**src/e1n_pkg.sv**
```systemverilog
// ============================================================================
// e1n_pkg
// Shared constants and the scale table for the negative-range expm1 pipeline.
// ============================================================================
package e1n_pkg;

    // Pipeline depth of one fused multiply-add unit.
    localparam int FMA_LAT = 7;

    // Binary32 field constants.
    localparam logic [31:0] K_ABS_MASK  = 32'h7FFF_FFFF;
    localparam logic [31:0] K_EXP_INF   = 32'h7F80_0000;
    localparam logic [31:0] K_QUIET     = 32'h0040_0000;
    localparam logic [31:0] K_DFLT_NAN  = 32'hFFC0_0000;

    // Algorithm constants.
    localparam logic [31:0] K_CUTOFF    = 32'hC18A_A123;
    localparam logic [31:0] K_MAGIC     = 32'h49C0_0000;
    localparam logic [31:0] K_NEG_MAGIC = 32'hC9C0_0000;
    localparam logic [31:0] K_LOG2E     = 32'h3FB8_AA3B;
    localparam logic [31:0] K_MLN2      = 32'hBF31_7218;
    localparam logic [31:0] K_C4        = 32'h3D2A_AC76;
    localparam logic [31:0] K_C3        = 32'h3E2A_AE10;
    localparam logic [31:0] K_C2        = 32'h3F00_0000;
    localparam logic [31:0] K_ONE       = 32'h3F80_0000;
    localparam logic [31:0] K_NEG_ONE   = 32'hBF80_0000;
    localparam logic [31:0] K_NEG_ZERO  = 32'h8000_0000;

    // Fractional powers of two, indexed by the low three bits of the biased n.
    function automatic logic [31:0] scale_lut(input logic [2:0] idx);
        logic [31:0] v;
        begin
            case (idx)
                3'd0:    v = 32'h3F80_0000;
                3'd1:    v = 32'h3F7B_95C2;
                3'd2:    v = 32'h3F78_37F0;
                3'd3:    v = 32'h3F75_FED7;
                3'd4:    v = 32'h3F75_04F3;
                3'd5:    v = 32'h3F75_672A;
                3'd6:    v = 32'h3F77_44FD;
                3'd7:    v = 32'h3F7A_C0C7;
                default: v = 32'h3F80_0000;
            endcase
            return v;
        end
    endfunction

endpackage

```
**src/e1n_fma.sv**
```systemverilog
// ============================================================================
// e1n_fma
// Pipelined binary32 fused multiply-add, a*b+c with one round to nearest even.
// Stages: decode, multiply, align, add, leading-one, shift, round and pack.
// ============================================================================
module e1n_fma
    import e1n_pkg::*;
(
    input  logic        i_clk,
    input  logic        i_en,
    input  logic [31:0] i_a,
    input  logic [31:0] i_b,
    input  logic [31:0] i_c,
    output logic [31:0] o_r
);

    // Count of leading zeros in a 24-bit significand.
    function automatic logic [4:0] lzc24(input logic [23:0] m);
        logic [4:0] n;
        begin
            n = 5'd0;
            for (int i = 0; i < 24; i++) begin
                if (m[i]) begin
                    n = 5'(23 - i);
                end
            end
            return n;
        end
    endfunction

    // ------------------------------------------------------------------
    // Stage 1: decode, special operands, normalize a and b.
    // ------------------------------------------------------------------
    logic        a_nan, b_nan, c_nan, a_inf, b_inf, c_inf, a_zero, b_zero, c_zero;
    logic        p_sign;
    logic        n_spec;
    logic [31:0] n_sval;
    logic [23:0] ma0, mb0;
    logic [4:0]  lza, lzb;
    logic [7:0]  ea_eff, eb_eff, ec_eff;

    logic        r1_spec, r1_sp, r1_sc, r1_cz;
    logic [31:0] r1_sval;
    logic [23:0] r1_ma, r1_mb, r1_mc;
    logic signed [10:0] r1_ea, r1_eb, r1_ec;

    always_comb begin
        a_nan  = (i_a & K_ABS_MASK) > K_EXP_INF;
        b_nan  = (i_b & K_ABS_MASK) > K_EXP_INF;
        c_nan  = (i_c & K_ABS_MASK) > K_EXP_INF;
        a_inf  = (i_a & K_ABS_MASK) == K_EXP_INF;
        b_inf  = (i_b & K_ABS_MASK) == K_EXP_INF;
        c_inf  = (i_c & K_ABS_MASK) == K_EXP_INF;
        a_zero = i_a[30:0] == 31'd0;
        b_zero = i_b[30:0] == 31'd0;
        c_zero = i_c[30:0] == 31'd0;
        p_sign = i_a[31] ^ i_b[31];

        n_spec = 1'b1;
        n_sval = 32'd0;
        if (a_nan) begin
            n_sval = i_a | K_QUIET;
        end else if (b_nan) begin
            n_sval = i_b | K_QUIET;
        end else if (c_nan) begin
            n_sval = i_c | K_QUIET;
        end else if ((a_inf && b_zero) || (b_inf && a_zero)) begin
            n_sval = K_DFLT_NAN;
        end else if (a_inf || b_inf) begin
            if (c_inf && (i_c[31] != p_sign)) begin
                n_sval = K_DFLT_NAN;
            end else begin
                n_sval = {p_sign, K_EXP_INF[30:0]};
            end
        end else if (c_inf) begin
            n_sval = i_c;
        end else if (a_zero || b_zero) begin
            // A zero product leaves c exact; two zeros keep a sign only if both agree.
            n_sval = c_zero ? {p_sign & i_c[31], 31'd0} : i_c;
        end else begin
            n_spec = 1'b0;
        end

        ea_eff = (i_a[30:23] == 8'd0) ? 8'd1 : i_a[30:23];
        eb_eff = (i_b[30:23] == 8'd0) ? 8'd1 : i_b[30:23];
        ec_eff = (i_c[30:23] == 8'd0) ? 8'd1 : i_c[30:23];
        ma0    = {i_a[30:23] != 8'd0, i_a[22:0]};
        mb0    = {i_b[30:23] != 8'd0, i_b[22:0]};
        lza    = lzc24(ma0);
        lzb    = lzc24(mb0);
    end

    always_ff @(posedge i_clk) begin
        if (i_en) begin
            r1_spec <= n_spec;
            r1_sval <= n_sval;
            r1_sp   <= p_sign;
            r1_sc   <= i_c[31];
            r1_cz   <= c_zero;
            r1_ma   <= ma0 << lza;
            r1_mb   <= mb0 << lzb;
            r1_mc   <= {i_c[30:23] != 8'd0, i_c[22:0]};
            r1_ea   <= $signed({3'b000, ea_eff}) - 11'sd150 - $signed({6'd0, lza});
            r1_eb   <= $signed({3'b000, eb_eff}) - 11'sd150 - $signed({6'd0, lzb});
            r1_ec   <= $signed({3'b000, ec_eff}) - 11'sd150;
        end
    end

    // ------------------------------------------------------------------
    // Stage 2: significand product and the window position of c.
    // ------------------------------------------------------------------
    logic signed [10:0] w0_s1;
    logic        r2_spec, r2_sp, r2_sc, r2_cz;
    logic [31:0] r2_sval;
    logic [47:0] r2_mp;
    logic [23:0] r2_mc;
    logic signed [10:0] r2_w0, r2_pos, r2_ec;

    assign w0_s1 = r1_ea + r1_eb - 11'sd26;

    always_ff @(posedge i_clk) begin
        if (i_en) begin
            r2_spec <= r1_spec;
            r2_sval <= r1_sval;
            r2_sp   <= r1_sp;
            r2_sc   <= r1_sc;
            r2_cz   <= r1_cz;
            r2_mp   <= {24'd0, r1_ma} * {24'd0, r1_mb};
            r2_mc   <= r1_mc;
            r2_w0   <= w0_s1;
            r2_pos  <= r1_ec - w0_s1;
            r2_ec   <= r1_ec;
        end
    end

    // ------------------------------------------------------------------
    // Stage 3: place product and c in a 100-bit window.
    // An operand far below the other collapses to a sticky bit at the bottom.
    // ------------------------------------------------------------------
    logic [99:0] n3_p, n3_c;
    logic signed [10:0] n3_w0;
    logic        r3_spec, r3_sp, r3_sc;
    logic [31:0] r3_sval;
    logic [99:0] r3_p, r3_c;
    logic signed [10:0] r3_w0;

    always_comb begin
        n3_p  = {26'd0, r2_mp, 26'd0};
        n3_c  = 100'd0;
        n3_w0 = r2_w0;
        if (r2_cz) begin
            n3_c = 100'd0;
        end else if (r2_pos > 11'sd76) begin
            n3_c  = {r2_mc, 76'd0};
            n3_p  = 100'd1;
            n3_w0 = r2_ec - 11'sd76;
        end else if (r2_pos < 11'sd0) begin
            n3_c = 100'd1;
        end else begin
            n3_c = {76'd0, r2_mc} << r2_pos[6:0];
        end
    end

    always_ff @(posedge i_clk) begin
        if (i_en) begin
            r3_spec <= r2_spec;
            r3_sval <= r2_sval;
            r3_sp   <= r2_sp;
            r3_sc   <= r2_sc;
            r3_p    <= n3_p;
            r3_c    <= n3_c;
            r3_w0   <= n3_w0;
        end
    end

    // ------------------------------------------------------------------
    // Stage 4: signed-magnitude add; exact cancellation gives +0.
    // ------------------------------------------------------------------
    logic [101:0] diff;
    logic [100:0] n4_m;
    logic         n4_sg;
    logic        r4_spec, r4_sg;
    logic [31:0] r4_sval;
    logic [100:0] r4_m;
    logic signed [10:0] r4_w0;

    always_comb begin
        diff = {2'b00, r3_p} - {2'b00, r3_c};
        if (r3_sp == r3_sc) begin
            n4_m  = {1'b0, r3_p} + {1'b0, r3_c};
            n4_sg = r3_sp;
        end else if (diff[101]) begin
            n4_m  = 101'(-diff);
            n4_sg = r3_sc;
        end else begin
            n4_m  = diff[100:0];
            n4_sg = r3_sp;
        end
    end

    always_ff @(posedge i_clk) begin
        if (i_en) begin
            r4_spec <= r3_spec;
            r4_sval <= r3_sval;
            r4_m    <= n4_m;
            r4_sg   <= n4_sg;
            r4_w0   <= r3_w0;
        end
    end

    // ------------------------------------------------------------------
    // Stage 5: leading one, shift amount and exponent with subnormal floor.
    // ------------------------------------------------------------------
    logic [6:0]  lead;
    logic signed [10:0] thr, lead_s, shift;
    logic        r5_spec, r5_sg, r5_z;
    logic [31:0] r5_sval;
    logic [100:0] r5_m;
    logic [6:0]  r5_sh;
    logic [10:0] r5_exp;

    always_comb begin
        lead = 7'd0;
        for (int i = 0; i < 101; i++) begin
            if (r4_m[i]) begin
                lead = 7'(i);
            end
        end
        lead_s = $signed({4'd0, lead});
        thr    = -11'sd126 - r4_w0;
        shift  = (lead_s >= thr) ? lead_s : thr;
    end

    always_ff @(posedge i_clk) begin
        if (i_en) begin
            r5_spec <= r4_spec;
            r5_sval <= r4_sval;
            r5_sg   <= r4_sg;
            r5_z    <= r4_m == 101'd0;
            r5_m    <= r4_m;
            r5_sh   <= (shift > 11'sd125) ? 7'd125 : shift[6:0];
            r5_exp  <= (lead_s >= thr) ? 11'(lead_s + r4_w0 + 11'sd126) : 11'd0;
        end
    end

    // ------------------------------------------------------------------
    // Stage 6: extract significand, guard and sticky.
    // ------------------------------------------------------------------
    logic [124:0] yw, tw, mask;
    logic        r6_spec, r6_sg, r6_z, r6_g, r6_st;
    logic [31:0] r6_sval;
    logic [23:0] r6_mant;
    logic [10:0] r6_exp;

    always_comb begin
        yw   = {r5_m, 24'd0};
        tw   = yw >> r5_sh;
        mask = ~({125{1'b1}} << r5_sh);
    end

    always_ff @(posedge i_clk) begin
        if (i_en) begin
            r6_spec <= r5_spec;
            r6_sval <= r5_sval;
            r6_sg   <= r5_sg;
            r6_z    <= r5_z;
            r6_mant <= tw[24:1];
            r6_g    <= tw[0];
            r6_st   <= |(yw & mask);
            r6_exp  <= r5_exp;
        end
    end

    // ------------------------------------------------------------------
    // Stage 7: round to nearest even, pack, saturate to infinity.
    // ------------------------------------------------------------------
    logic        inc;
    logic [24:0] m2;
    logic [33:0] packed_sum;
    logic [30:0] mag;
    logic [31:0] r7_res;

    always_comb begin
        inc        = r6_g & (r6_st | r6_mant[0]);
        m2         = {1'b0, r6_mant} + {24'd0, inc};
        packed_sum = {r6_exp, 23'd0} + {9'd0, m2};
        mag        = (packed_sum >= {2'b00, K_EXP_INF}) ? K_EXP_INF[30:0] : packed_sum[30:0];
    end

    always_ff @(posedge i_clk) begin
        if (i_en) begin
            if (r6_spec) begin
                r7_res <= r6_sval;
            end else if (r6_z) begin
                r7_res <= 32'd0;
            end else begin
                r7_res <= {r6_sg, mag};
            end
        end
    end

    assign o_r = r7_res;

endmodule

```
**config.mk**
```make
export PLATFORM = sky130hd
export DESIGN_NAME = e1n_fma
export DESIGN_NICKNAME = d
export VERILOG_FILES = /design/src/e1n_pkg.sv /design/src/e1n_fma.sv
export SDC_FILE = /design/constraint.sdc
export NUM_CORES = 2
export LEC_CHECK = 0
export BUFFER_PORTS_ARGS = -buffer_cell sky130_fd_sc_hd__buf_2
export CORE_MARGIN = 8
export CORE_UTILIZATION = 50
export CTS_BUF_LIST = sky130_fd_sc_hd__clkbuf_16
export CTS_CLUSTER_SIZE = 24
export DETAILED_ROUTE_END_ITERATION = 8
export PLACE_DENSITY = 0.72
export SLEW_MARGIN = 5
export SYNTH_ARGS = -nofsm -noshare
export SYNTH_HDL_FRONTEND = slang
export SYNTH_SLANG_ARGS = --single-unit
```
**constraint.sdc**
```tcl
create_clock -name i_clk -period 15.3 [get_ports i_clk]
set_input_delay 1.53 -clock i_clk [delete_from_list [all_inputs] [get_ports i_clk]]
set_output_delay 1.53 -clock i_clk [all_outputs]
set_load 0.02 [all_outputs]
```
==> flow_metrics.tcl <==
set metrics [dict create \
    dp.final_hpwl_um 172000 \
    fin_crit_sh 0.582 \
    r2r-end "r2_mp[46]" \
    hold_end "r2_mc[11]" \
    synth.area.top_cells "edfxtp_1, fa_1, ha_1" \
    routed-wl-met2_um 102000 \
    fin_tns_setup_ps 0 \
    clk_latency_ps 730 \
    worstSetupStartpointType "flop" \
    postRouteAntennaNets 0 \
    max_stage_delay_ps 1090 \
    drive_above_1_share 0.0763 \
    hp-start "r1_mc[11]" \
    synth_edf_count 875 \
    die_w_um 401 \
    place_ws_ps 6470 \
    synth_top_area_cell "edfxtp_1" \
    cts_root_buffer "clkbuf_16" \
    initial_core_util 0.502 \
    portBuffers 129 \
    most-common-layout-cells "nand2_1, edfxtp_1, inv_1, nor2_1, fa_1" \
    avgRoutedWirePerCell_um 23.5 \
    die_h_um 401 \
    drcViolationCount 0 \
    synthFlopType "edfxtp_1" \
    synthCells 7615 \
    dieArea_um2 161000 \
    multi_input_area_um2 43500 \
    synth_seq_cells 875 \
    gr-total-overflow 0 \
    core_um2 147000 \
    hold_depth 0 \
    cts_tree "yes" \
    hold_violations 0 \
    regArea_um2 26300 \
    r2r_start "r1_mb[3]" \
    cts_buffers 89 \
    fp-row-count 141 \
    final_common_cell "nand2_1" \
    cpMaxStageDelayCell "edfxtp_1" \
    grt.total_usage 0.269 \
    cts.clk_slew.worst_paths_ps 70 \
    drtIter0Drc 6164 \
    syn_area_um2 74000 \
    period_needed_ps 8910 \
    path_class "reg2reg" \
    viasPerCell 6.11 \
    endpoint_kind "flop" \
    hp-class "reg2reg" \
    wl_um 224000 \
    worst_pin_slew_ps 1230 \
    synth_top_area_frac 0.355 \
    yosysWarnings 0 \
    finalSetupViolCount 0 \
    async_reset_ff_frac 0 \
    ff2ff_setup_slack_ps 6390 \
    clock.fmax_mhz 112 \
    fin_ws_ps 6390 \
    clock-sinks 875 \
    yosys.cell_types.count 106 \
    io_pins 130 \
    cts_setup_buffers 0 \
    syn2layout_area_growth_pct 7.22 \
    rsz0062_at_grt "false" \
    drv_slew 0 \
    grt_pass1_wl_um 340000 \
    place_congestion 0.995 \
    antenna_found_initial 9 \
    grt_max_degree 197 \
    worst_ep_required_time_ps 15730 \
    path_common_cell "fa_1" \
    maxUsedRoutingLayer "met5" \
    cts_htree_levels 3 \
    max_slew_margin 0.179 \
    n_fill_cell 12900 \
    clockBufferDepth 3 \
    outcome "complete, no violations" \
    syn_area_per_cell_um2 9.72 \
    num-nets-final 8438 \
    ctsHoldBuffers 0 \
    grt_pass1_vias 55700 \
    drtPass1Iterations 6 \
    met1_length_um 92000 \
    post_cts_resized 0 \
    drv_cap 0 \
    finClkSkew_ps 56.7 \
    crit_fanout 24 \
    vias 58200 \
    arrival_ps 9340 \
    ff2ff_path_depth 26 \
    ys_seq_area_frac 0.355 \
    met3_wirelength_um 18600 \
]
## layer usage
metal	track usage	vias up
met2	0.432	2806
met3	0.0406	513
met5	0	-
li1	-	26400
met1	0.366	28400
met4	0.112	4
## final cells by class
class / count / share of cell area
Clock inverter: 76 / 0.0101
Timing Repair Buffer: 214 / 0.0168
Sequential cell: 875 / 0.331
Inverter: 747 / 0.0354
Antenna cell: 5 / 0.000158
Tap cell: 1930 / 0.0304
Clock buffer: 89 / 0.0281
Multi-Input combinational cell: 5586 / 0.548
## state kept, by name, summed over array words and instances (netlist names), 24 cells and up
signal	count
r5_m	101
r1_mb	24
r1_ma	24
r1_sval	32
r3_c	100
r2_sval	32
o_r	32
r3_sval	32
r6_sval	32
r6_mant	24
r2_mp	48
r4_sval	32
r1_mc	24
r4_m	101
r2_mc	24
r5_sval	32
r3_p	49
## worst max-delay path by stage
stage | start | endpoint | slack [ps]
after floorplan | r1_mb[3] | r2_mp[47] | 7680
after detailed placement | r1_mb[3] | r2_mp[46] | 6470
final | r1_mb[3] | r2_mp[46] | 6390
after CTS | r1_mb[3] | r2_mp[46] | 6370
after global placement | r1_mb[3] | r2_mp[46] | 6460
after global routing | r1_mb[3] | r2_mp[46] | 5990
## cell usage after synthesis (all sizes together), types with 24 or more instances
cell type	number
o22ai	35
o21bai	56
a211oi	83
a31oi	64
edfxtp	875
and2	276
nand3	115
nand2b	54
or2	24
ha	340
fa	487
and3	37
xnor2	235
inv	742
o221ai	24
nand4	46
a22oi	51
clkbuf	345
mux2i	214
o21ai	343
nor3	142
a21oi	474
nor2b	59
nand2	944
o211ai	36
buf	63
mux2	47
or3	45
xor2	121
nor2	626
a21o	76
o21a	43
mux4	89
nor4	81
o31ai	42
## critical path, delay by kind of cell (launching register included)
| family | cells | cell delay [ps] |
|---|---|---|
| AO/OA/AOI/OAI | 8 | 2290 |
| XOR/XNOR | 1 | 70 |
| adder cells (fa/ha/maj) | 8 | 3900 |
| buffers and inverters | 3 | 170 |
| flip-flops | 1 | 1090 |
| AND/OR/NAND/NOR | 6 | 1070 |
## metrics by stage
stage          hold WS, ps  cell area [µm²]   util  std cells
2_1_floorplan          400            74000      -       7616
5_1_grt                407            79300  0.539       9519
3_3_place_gp           401            76300  0.518       9352
3_5_place_dp           405            76300  0.518       9352
4_1_cts                374            79300  0.538       9517
6_report               381            79300  0.539       9522
## kinds of logic after synthesis
logic type,count (synthesis),synth area share
adders and majority gates,830,0.190
muxes,350,0.0632
DFF,875,0.355
xor gates and xnor gates,356,0.0421
and+or+nand+nor,2529,0.160
buffers and inverters,1155,0.0588
AOI/OAI and AO/OA,1519,0.131
other,1,0.0000507
Power is left out: the tool's default activity adds up to more than one toggle a clock period on the data nets, which glitch-free logic cannot reach.
